File: src/rtl/core/fvu_pkg.sv
`default_nettype none
package fvu_pkg;

   localparam int COORD_BITS   = 24;
   localparam int MAX_AGENTS   = 64;
   localparam int AIDX_BITS    = $clog2(MAX_AGENTS);
   localparam int CNT_BITS     = AIDX_BITS + 1;
   localparam int SUM_BITS     = COORD_BITS + AIDX_BITS + 2;
   localparam int VEL_BITS     = COORD_BITS + 8;
   localparam int MUL_A_BITS   = VEL_BITS + 2;
   localparam int GAIN_BITS    = 18;
   localparam int PROD_BITS    = MUL_A_BITS + GAIN_BITS;
   localparam int DIFF_BITS    = COORD_BITS + 1;
   localparam int DIST2_BITS   = 2 * DIFF_BITS;
   localparam int RANGE_BITS   = 23;
   localparam int RADIUS2_BITS = 2 * RANGE_BITS;
   localparam int ENTRY_BITS   = 2 * COORD_BITS;
   localparam int GAIN_SHIFT   = 20;
   localparam int CSR_IDX_BITS = 2;
   localparam int DIV_CNT_BITS = $clog2(SUM_BITS + 1);
   localparam int REM_BITS     = CNT_BITS + 1;

   localparam logic signed [GAIN_BITS-1:0] GAIN_SEP   = 18'sd52429;
   localparam logic signed [GAIN_BITS-1:0] GAIN_ALIGN = 18'sd52429;
   localparam logic signed [GAIN_BITS-1:0] GAIN_COH   = 18'sd5243;
   localparam logic signed [PROD_BITS-1:0] ROUND_HALF =
      PROD_BITS'(64'sd1 <<< (GAIN_SHIFT - 1));
   localparam logic signed [VEL_BITS-1:0] VEL_MAX =
      VEL_BITS'((64'sd1 <<< (COORD_BITS - 1)) - 64'sd1);
   localparam logic signed [VEL_BITS-1:0] VEL_MIN =
      VEL_BITS'(-(64'sd1 <<< (COORD_BITS - 1)));

   localparam logic [CSR_IDX_BITS-1:0] REG_ACTIVE_COUNT = 2'd0;
   localparam logic [CSR_IDX_BITS-1:0] REG_VIEW_RADIUS  = 2'd1;
   localparam logic [CSR_IDX_BITS-1:0] REG_SEP_RADIUS   = 2'd2;

   localparam logic FUNC_WRITE  = 1'b0;
   localparam logic FUNC_UPDATE = 1'b1;

   typedef enum logic [3:0] {
      S_IDLE, S_SELF, S_DIFF, S_SQ, S_ACC, S_SEP_M, S_SEP_A,
      S_DIV, S_ALN_M, S_ALN_A, S_COH_M, S_COH_A, S_SAT
   } state_type;

   typedef struct packed {
      logic                       start;
      logic signed [SUM_BITS-1:0] dividend;
      logic [CNT_BITS-1:0]        divisor;
   } div_req_type;

   typedef struct packed {
      logic                       busy;
      logic                       done;
      logic signed [SUM_BITS-1:0] quotient;
   } div_rsp_type;

   function automatic logic signed [VEL_BITS-1:0] round_gain(
      input logic signed [PROD_BITS-1:0] p);
      logic signed [PROD_BITS-1:0] t;
      t = p + ROUND_HALF;
      return VEL_BITS'(t >>> GAIN_SHIFT);
   endfunction

endpackage
`default_nettype wire

File: src/rtl/core/fvu_div.sv
`default_nettype none
module fvu_div import fvu_pkg::*; (
   input  wire logic        clock,
   input  wire logic        reset,
   input  wire div_req_type req,
   output div_rsp_type      rsp
);

   logic                    busy_ff, busy_in;
   logic                    done_ff, done_in;
   logic [DIV_CNT_BITS-1:0] cnt_ff, cnt_in;
   logic [SUM_BITS-1:0]     mag_ff, mag_in;
   logic [REM_BITS-1:0]     rem_ff, rem_in;
   logic [CNT_BITS-1:0]     den_ff, den_in;
   logic                    neg_ff, neg_in;
   logic [REM_BITS-1:0]     rem_sh;

   always_comb begin
      busy_in = busy_ff;
      done_in = 1'b0;
      cnt_in  = cnt_ff;
      mag_in  = mag_ff;
      rem_in  = rem_ff;
      den_in  = den_ff;
      neg_in  = neg_ff;
      rem_sh  = {rem_ff[REM_BITS-2:0], mag_ff[SUM_BITS-1]};
      if (busy_ff) begin
         if (rem_sh >= {1'b0, den_ff}) begin
            rem_in = rem_sh - {1'b0, den_ff};
            mag_in = {mag_ff[SUM_BITS-2:0], 1'b1};
         end else begin
            rem_in = rem_sh;
            mag_in = {mag_ff[SUM_BITS-2:0], 1'b0};
         end
         cnt_in = cnt_ff - 1'b1;
         if (cnt_ff == DIV_CNT_BITS'(1)) begin
            busy_in = 1'b0;
            done_in = 1'b1;
         end
      end else if (req.start) begin
         busy_in = 1'b1;
         cnt_in  = DIV_CNT_BITS'(SUM_BITS);
         neg_in  = req.dividend[SUM_BITS-1];
         mag_in  = req.dividend[SUM_BITS-1] ? SUM_BITS'(-req.dividend)
                                            : SUM_BITS'(req.dividend);
         rem_in  = '0;
         den_in  = req.divisor;
      end
   end

   always_ff @(posedge clock) begin
      if (reset) begin
         busy_ff <= 1'b0;
         done_ff <= 1'b0;
         cnt_ff  <= '0;
      end else begin
         busy_ff <= busy_in;
         done_ff <= done_in;
         cnt_ff  <= cnt_in;
      end
      mag_ff <= mag_in;
      rem_ff <= rem_in;
      den_ff <= den_in;
      neg_ff <= neg_in;
   end

   assign rsp = {busy_ff, done_ff, neg_ff ? -signed'(mag_ff) : signed'(mag_ff)};

endmodule
`default_nettype wire

File: config.mk
export PLATFORM = sky130hd
export DESIGN_NAME = fvu_div
export DESIGN_NICKNAME = d
export VERILOG_FILES = /design/src/rtl/core/fvu_pkg.sv /design/src/rtl/core/fvu_div.sv
export SDC_FILE = /design/constraint.sdc
export NUM_CORES = 1
export LEC_CHECK = 0
export BUFFER_PORTS_ARGS = -buffer_cell sky130_fd_sc_hd__buf_2
export CORE_UTILIZATION = 54
export DETAILED_ROUTE_END_ITERATION = 10
export GPL_ROUTABILITY_DRIVEN = 0
export HOLD_SLACK_MARGIN = 0.06
export PLACE_DENSITY = 0.78
export RECOVER_POWER = 50
export SLEW_MARGIN = 20
export SYNTH_ARGS = -nofsm -noshare
export SYNTH_HDL_FRONTEND = slang
export SYNTH_SLANG_ARGS = --single-unit
File: constraint.sdc
create_clock -name clock -period 3.7 [get_ports clock]
set_input_delay 0.555 -clock clock [delete_from_list [all_inputs] [get_ports clock]]
set_output_delay 0.555 -clock clock [all_outputs]
set_load 0.05 [all_outputs]
* After elaboration in Yosys (flattened, before gate mapping) *
Cells that the tools add are included.

word-level totals
  input port bits = 42
  bits in registers = 55
  word-level logic and storage cells = 31
  output and inout bits = 34

cells by class
  order comparisons = 1
  equal/unequal tests = 1
  bitwise gates (word level) = 1
  reductions and logical operators = 3
  mux-type cells = 14
  add/sub/neg operators = 4

operators with widths
  cell                   count
  $mux W32               4
  $neg A32 Y32           2
  $mux W7                3
  $mux W6                2
  $ge A8 B7 Y1           1
  $sub A7 B7 Y7          1
  $eq A6 B1 Y1 const B   1
  $sub A6 B1 Y6 const B  1
  $mux W1                5
  $reduce_and A2 Y1      1
  $reduce_bool A2 Y1     1
  $reduce_or A2 Y1       1
  $not A1 Y1             1

* Logic depth before layout (Yosys ltp) *
  word-level depth = 4
  mapped depth = 9
  mapped depth without buffers = 8

* Worst setup path before layout *
No wires, ideal clock.

  path type = reg-to-output
  start = register mag_ff[21]
  end = output port rsp[29] (netlist bit)
  data arrival time = 2.471 ns
  buffers on the path = 0
  required time = 3.145 ns
  cell stages (with the launch flop) = 6
  setup slack = 0.674 ns
  cells stage by stage = edfxtp_1 -> or4_1 -> or4_1 -> or3_4 -> o41ai_4 -> xnor2_1

RTL lines
  what                    RTL line       text
  start, declared         fvu_div.sv:12  logic [SUM_BITS-1:0] mag_ff, mag_in;
  start signal, assigned  fvu_div.sv:61  mag_ff <= mag_in;
  end, declared           fvu_div.sv:6   output div_rsp_type rsp

==> impl_metrics.prom <==
# TYPE chip_impl_metric gauge
chip_impl_info{name="run_status",value="finished, final reports clean"} 1
chip_impl_metric{name="final_layout_size_suffix_gt1_frac",unit=""} 0.2061
chip_impl_metric{name="cts.repair_timing.setup_buffer_count",unit=""} 0
chip_impl_metric{name="worst_ep_arrival",unit="ps"} 2830
chip_impl_metric{name="total_drc_errors_in_the_routed_layout",unit=""} 0
chip_impl_metric{name="timing.hold.worst_path_depth",unit=""} 1
chip_impl_metric{name="total_nets_final",unit=""} 548
chip_impl_metric{name="wl_per_instance",unit="microns"} 15.52
chip_impl_metric{name="synth_compound_area_frac",unit=""} 0.1939
chip_impl_metric{name="vdd_ir_drop_max",unit="V"} 0.0002614
chip_impl_metric{name="io_buffers",unit=""} 75
chip_impl_metric{name="cts_buffers",unit=""} 5
chip_impl_metric{name="max_cap_viol_count",unit=""} 0
chip_impl_metric{name="cts.htree.levels",unit=""} 2
chip_impl_metric{name="synthDominantCellAreaShare",unit=""} 0.3488
chip_impl_metric{name="slew_violations",unit=""} 0
chip_impl_metric{name="synth-seq-area-share",unit=""} 0.3884
chip_impl_metric{name="period_needed",unit="ps"} 3387
chip_impl_metric{name="skew",unit="ps"} 8.270
chip_impl_metric{name="global_route.overflow_total",unit=""} 0
chip_impl_metric{name="die_w",unit="microns"} 88.57
chip_impl_metric{name="floorplan.die_area",unit="sq um"} 7844
chip_impl_metric{name="slew-limit-headroom",unit=""} 0.05238
chip_impl_metric{name="core.rowCount",unit=""} 31
chip_impl_info{name="start_kind",value="flip-flop"} 1
chip_impl_metric{name="ys_warn_count",unit=""} 0
chip_impl_metric{name="clkTransAtPathRegs",unit="ps"} 100
chip_impl_metric{name="grt_pass1_wl",unit="microns"} 14630
chip_impl_metric{name="routed_wirelength",unit="microns"} 9219
chip_impl_metric{name="place_hpwl",unit="microns"} 6868
chip_impl_info{name="rsz0062_at_grt",value="false"} 1
chip_impl_metric{name="insertion_delay",unit="ps"} 310
chip_impl_metric{name="ctsLongestPathBuffers",unit=""} 2
chip_impl_info{name="endpoint_kind",value="output port"} 1
chip_impl_metric{name="hold_fails_final_rpt",unit=""} 0
chip_impl_metric{name="initial_utilization",unit=""} 0.5579
chip_impl_metric{name="dieHeight",unit="microns"} 88.57
chip_impl_metric{name="cts-hold-fix-buffers",unit=""} 0
chip_impl_metric{name="cts_repair_resize_count",unit=""} 0
chip_impl_metric{name="synth-xor-area-share",unit=""} 0.1255
chip_impl_info{name="main_combinational_cell_family_by_area_after_synthesis",value="compound AO/OA/AOI/OAI gates"} 1
chip_impl_info{name="synth-main-ff-cell",value="sky130_fd_sc_hd__edfxtp_1"} 1
chip_impl_metric{name="asyncSetResetFlopFracSynth",unit=""} 0
chip_impl_metric{name="cts_sinks",unit=""} 55
chip_impl_info{name="holdCritPathClass",value="primary input to flip-flop"} 1
chip_impl_metric{name="netlist-cell-type-count",unit=""} 54
chip_impl_metric{name="num-fill-cells",unit=""} 655
chip_impl_metric{name="synth.avg_cell_area",unit="sq um"} 9.410
chip_impl_info{name="root_buffer",value="sky130_fd_sc_hd__clkbuf_8"} 1
chip_impl_metric{name="placed_area",unit="sq um"} 4469
chip_impl_metric{name="cellPowerDensity",unit="nW/um^2"} 427.3
chip_impl_metric{name="worst-slew-pin-transition",unit="ps"} 1421
chip_impl_info{name="synth_top_area_cell",value="sky130_fd_sc_hd__edfxtp_1"} 1
chip_impl_info{name="synth.top_cells.by_area",value="sky130_fd_sc_hd__edfxtp_1 (35%), sky130_fd_sc_hd__xnor2_1 (9.1%), sky130_fd_sc_hd__o21ai_0 (5.2%)"} 1
chip_impl_metric{name="synth_nets",unit=""} 484
chip_impl_metric{name="reg2reg_depth",unit=""} 8
chip_impl_metric{name="yosys.area_share.adder",unit=""} 0.03896
chip_impl_metric{name="final_design_area_no_fill",unit="sq um"} 4544
chip_impl_metric{name="synthCells",unit=""} 430
chip_impl_metric{name="areaGrowthSynthToFinish",unit="%"} 12.31
chip_impl_metric{name="drt_pass1_iterations",unit=""} 5
chip_impl_metric{name="boundaryPins",unit=""} 76
chip_impl_metric{name="r2r_setup_slack",unit="ps"} 1230
chip_impl_metric{name="grt_max_degree",unit=""} 70
chip_impl_metric{name="final.period_utilization",unit=""} 0.9154
chip_impl_metric{name="detail_route.iter0.violations",unit=""} 231
chip_impl_metric{name="ys_ff_latch",unit=""} 55
chip_impl_metric{name="vias_per_cell",unit=""} 5.848
chip_impl_metric{name="critical_path_required",unit="ps"} 3140
chip_impl_metric{name="first_global_vias",unit=""} 3111
chip_impl_metric{name="final.setup.tns",unit="ps"} 0
chip_impl_metric{name="core_region_area",unit="sq um"} 7253
chip_impl_metric{name="fmax",unit="MHz"} 295.3
chip_impl_metric{name="synthSimpleGateAreaFrac",unit=""} 0.1883
chip_impl_metric{name="initial_antenna_violation_count",unit=""} 0
chip_impl_metric{name="antenna_cells_inserted",unit=""} 0
chip_impl_metric{name="synth_mux_area_frac",unit=""} 0.02072
chip_impl_metric{name="power.static_leakage",unit="nW"} 1.695
chip_impl_info{name="path_class",value="flip-flop to output port"} 1
chip_impl_metric{name="route.vias.total",unit=""} 3474
chip_impl_metric{name="remaining_antenna_violation_count_after_routing",unit=""} 0
chip_impl_info{name="tritoncts_clock_tree",value="built"} 1
chip_impl_metric{name="post_synth_instance_area",unit="sq um"} 4046
chip_impl_metric{name="setup_viol_count_final",unit=""} 0
chip_impl_metric{name="crit_fanout",unit=""} 5
chip_impl_metric{name="synth_enable_flop_cells",unit=""} 47
chip_impl_metric{name="global_route.usage.total",unit=""} 0.2440
state kept, by name, indices dropped and copies added, names as in the netlist:
register	cells
neg_ff	1
mag_ff	32
rem_ff	7
cnt_ff	6
den_ff	7
done_ff	1
busy_ff	1
cells in the mapped netlist, types with 4 or more instances:
master	instances
sky130_fd_sc_hd__a21oi_1	11
sky130_fd_sc_hd__a31oi_1	6
sky130_fd_sc_hd__and3_1	4
sky130_fd_sc_hd__clkbuf_1	13
sky130_fd_sc_hd__dfxtp_1	8
sky130_fd_sc_hd__edfxtp_1	47
sky130_fd_sc_hd__ha_1	11
sky130_fd_sc_hd__inv_1	21
sky130_fd_sc_hd__mux2i_1	5
sky130_fd_sc_hd__nand2_1	46
sky130_fd_sc_hd__nand3_1	5
sky130_fd_sc_hd__nand4_1	5
sky130_fd_sc_hd__nor2_1	22
sky130_fd_sc_hd__nor2b_1	6
sky130_fd_sc_hd__nor3_1	11
sky130_fd_sc_hd__nor4_1	5
sky130_fd_sc_hd__o21a_1	4
sky130_fd_sc_hd__o21ai_0	42
sky130_fd_sc_hd__o21ai_1	10
sky130_fd_sc_hd__o31ai_1	11
sky130_fd_sc_hd__o41ai_1	6
sky130_fd_sc_hd__o41ai_2	5
sky130_fd_sc_hd__or3_1	10
sky130_fd_sc_hd__or4_1	10
sky130_fd_sc_hd__xnor2_1	42
sky130_fd_sc_hd__xor2_1	16
where the power goes:
part           leakage, nW  internal [mW]  total [mW]  switching (mW)
registers            0.544          0.771       0.862          0.0910
logic                 1.11          0.239       0.748           0.509
clock network       0.0455          0.134       0.332           0.198
total                 1.69           1.14        1.94           0.799
per-layer routing:
metal / vias to the layer above / part of all wire / track usage
met3: 12 / 0.062 / 0.02985
met2: 128 / 0.47 / 0.4007
met1: 1620 / 0.45 / 0.3383
met4: 0 / 0.018 / 0.07478
met5: - / 0 / 0
li1: 1714 / - / -
final timing paths:
path | to | from
worst max-delay path | rsp[29] | mag_ff[21]$_DFFE_PP_
worst min-delay path | den_ff[0]$_DFFE_PP_ | req[0]
worst max register to register | rem_ff[2]$_SDFFCE_PN0P_ | mag_ff[31]$_DFFE_PP_
worst min register to register | cnt_ff[5]$_SDFFE_PP0P_ | cnt_ff[5]$_SDFFE_PP0P_
area by class of cell:
type | instances | area, sq um | share of cell area
clock buffers | 6 | 72.57 | 0.01597
well taps | 99 | 123.9 | 0.02726
inverters | 21 | 78.83 | 0.01735
flip-flops and latches | 55 | 1572 | 0.3458
clock inverters | 2 | 11.26 | 0.002478
repair buffers | 78 | 390.4 | 0.08590
multi-input cells | 333 | 2296 | 0.5052
worst max-delay path: stages, from the launching register on:
cell and delay [ps]:
sky130_fd_sc_hd__edfxtp_1 450, sky130_fd_sc_hd__or4_1 560, sky130_fd_sc_hd__or4_1 430, sky130_fd_sc_hd__or3_4 430, sky130_fd_sc_hd__o41ai_4 220, sky130_fd_sc_hd__xnor2_1 150, sky130_fd_sc_hd__buf_2 280
kinds of logic after synthesis:
logic type                 after synthesis
DFF                                     55
muxes                                    8
xor gates and xnor gates                58
adders and majority gates               12
AOI/OAI and AO/OA                      113
buffers and inverters                   42
and+or+nand+nor                        142
cells in the final DEF, fill, tap and decap left out, types with 4 or more instances in the layout:
cell,instances
sky130_fd_sc_hd__nand3_1,5
sky130_fd_sc_hd__and3_1,4
sky130_fd_sc_hd__edfxtp_1,47
sky130_fd_sc_hd__o21ai_0,42
sky130_fd_sc_hd__o31ai_1,11
sky130_fd_sc_hd__clkbuf_1,5
sky130_fd_sc_hd__inv_1,21
sky130_fd_sc_hd__o21a_1,4
sky130_fd_sc_hd__clkbuf_8,5
sky130_fd_sc_hd__nor2b_1,6
sky130_fd_sc_hd__o21ai_1,10
sky130_fd_sc_hd__nand4_1,5
sky130_fd_sc_hd__xor2_1,16
sky130_fd_sc_hd__a21oi_1,11
sky130_fd_sc_hd__dfxtp_1,8
sky130_fd_sc_hd__or3_1,10
sky130_fd_sc_hd__mux2i_1,5
sky130_fd_sc_hd__nor3_1,11
sky130_fd_sc_hd__o41ai_1,6
sky130_fd_sc_hd__nand2_1,46
sky130_fd_sc_hd__or4_1,10
sky130_fd_sc_hd__buf_2,72
sky130_fd_sc_hd__o41ai_2,5
sky130_fd_sc_hd__xnor2_1,42
sky130_fd_sc_hd__a31oi_1,6
sky130_fd_sc_hd__nor2_1,22
sky130_fd_sc_hd__nor4_1,5
sky130_fd_sc_hd__ha_1,11
stage by stage:
| stage | power, mW | hold slack, ps | instances | setup slack (ps) | utilization |
|---|---|---|---|---|---|
| final | 1.942 | 408.1 | 594 | 313.1 | 0.6265 |
| after global routing | 2.041 | 403.1 | 594 | 159.1 | 0.6265 |
| after CTS | 1.942 | 411.1 | 594 | 323.5 | 0.6277 |
| after detailed placement | 1.619 | 451.2 | 586 | 668.9 | 0.6162 |
| after global placement | 1.598 | 455.6 | 586 | 709.4 | 0.6162 |
| after floorplan | 1.434 | 433.4 | 430 | 674.5 | - |
No activity file was read; power rests on OpenSTA's default activity.
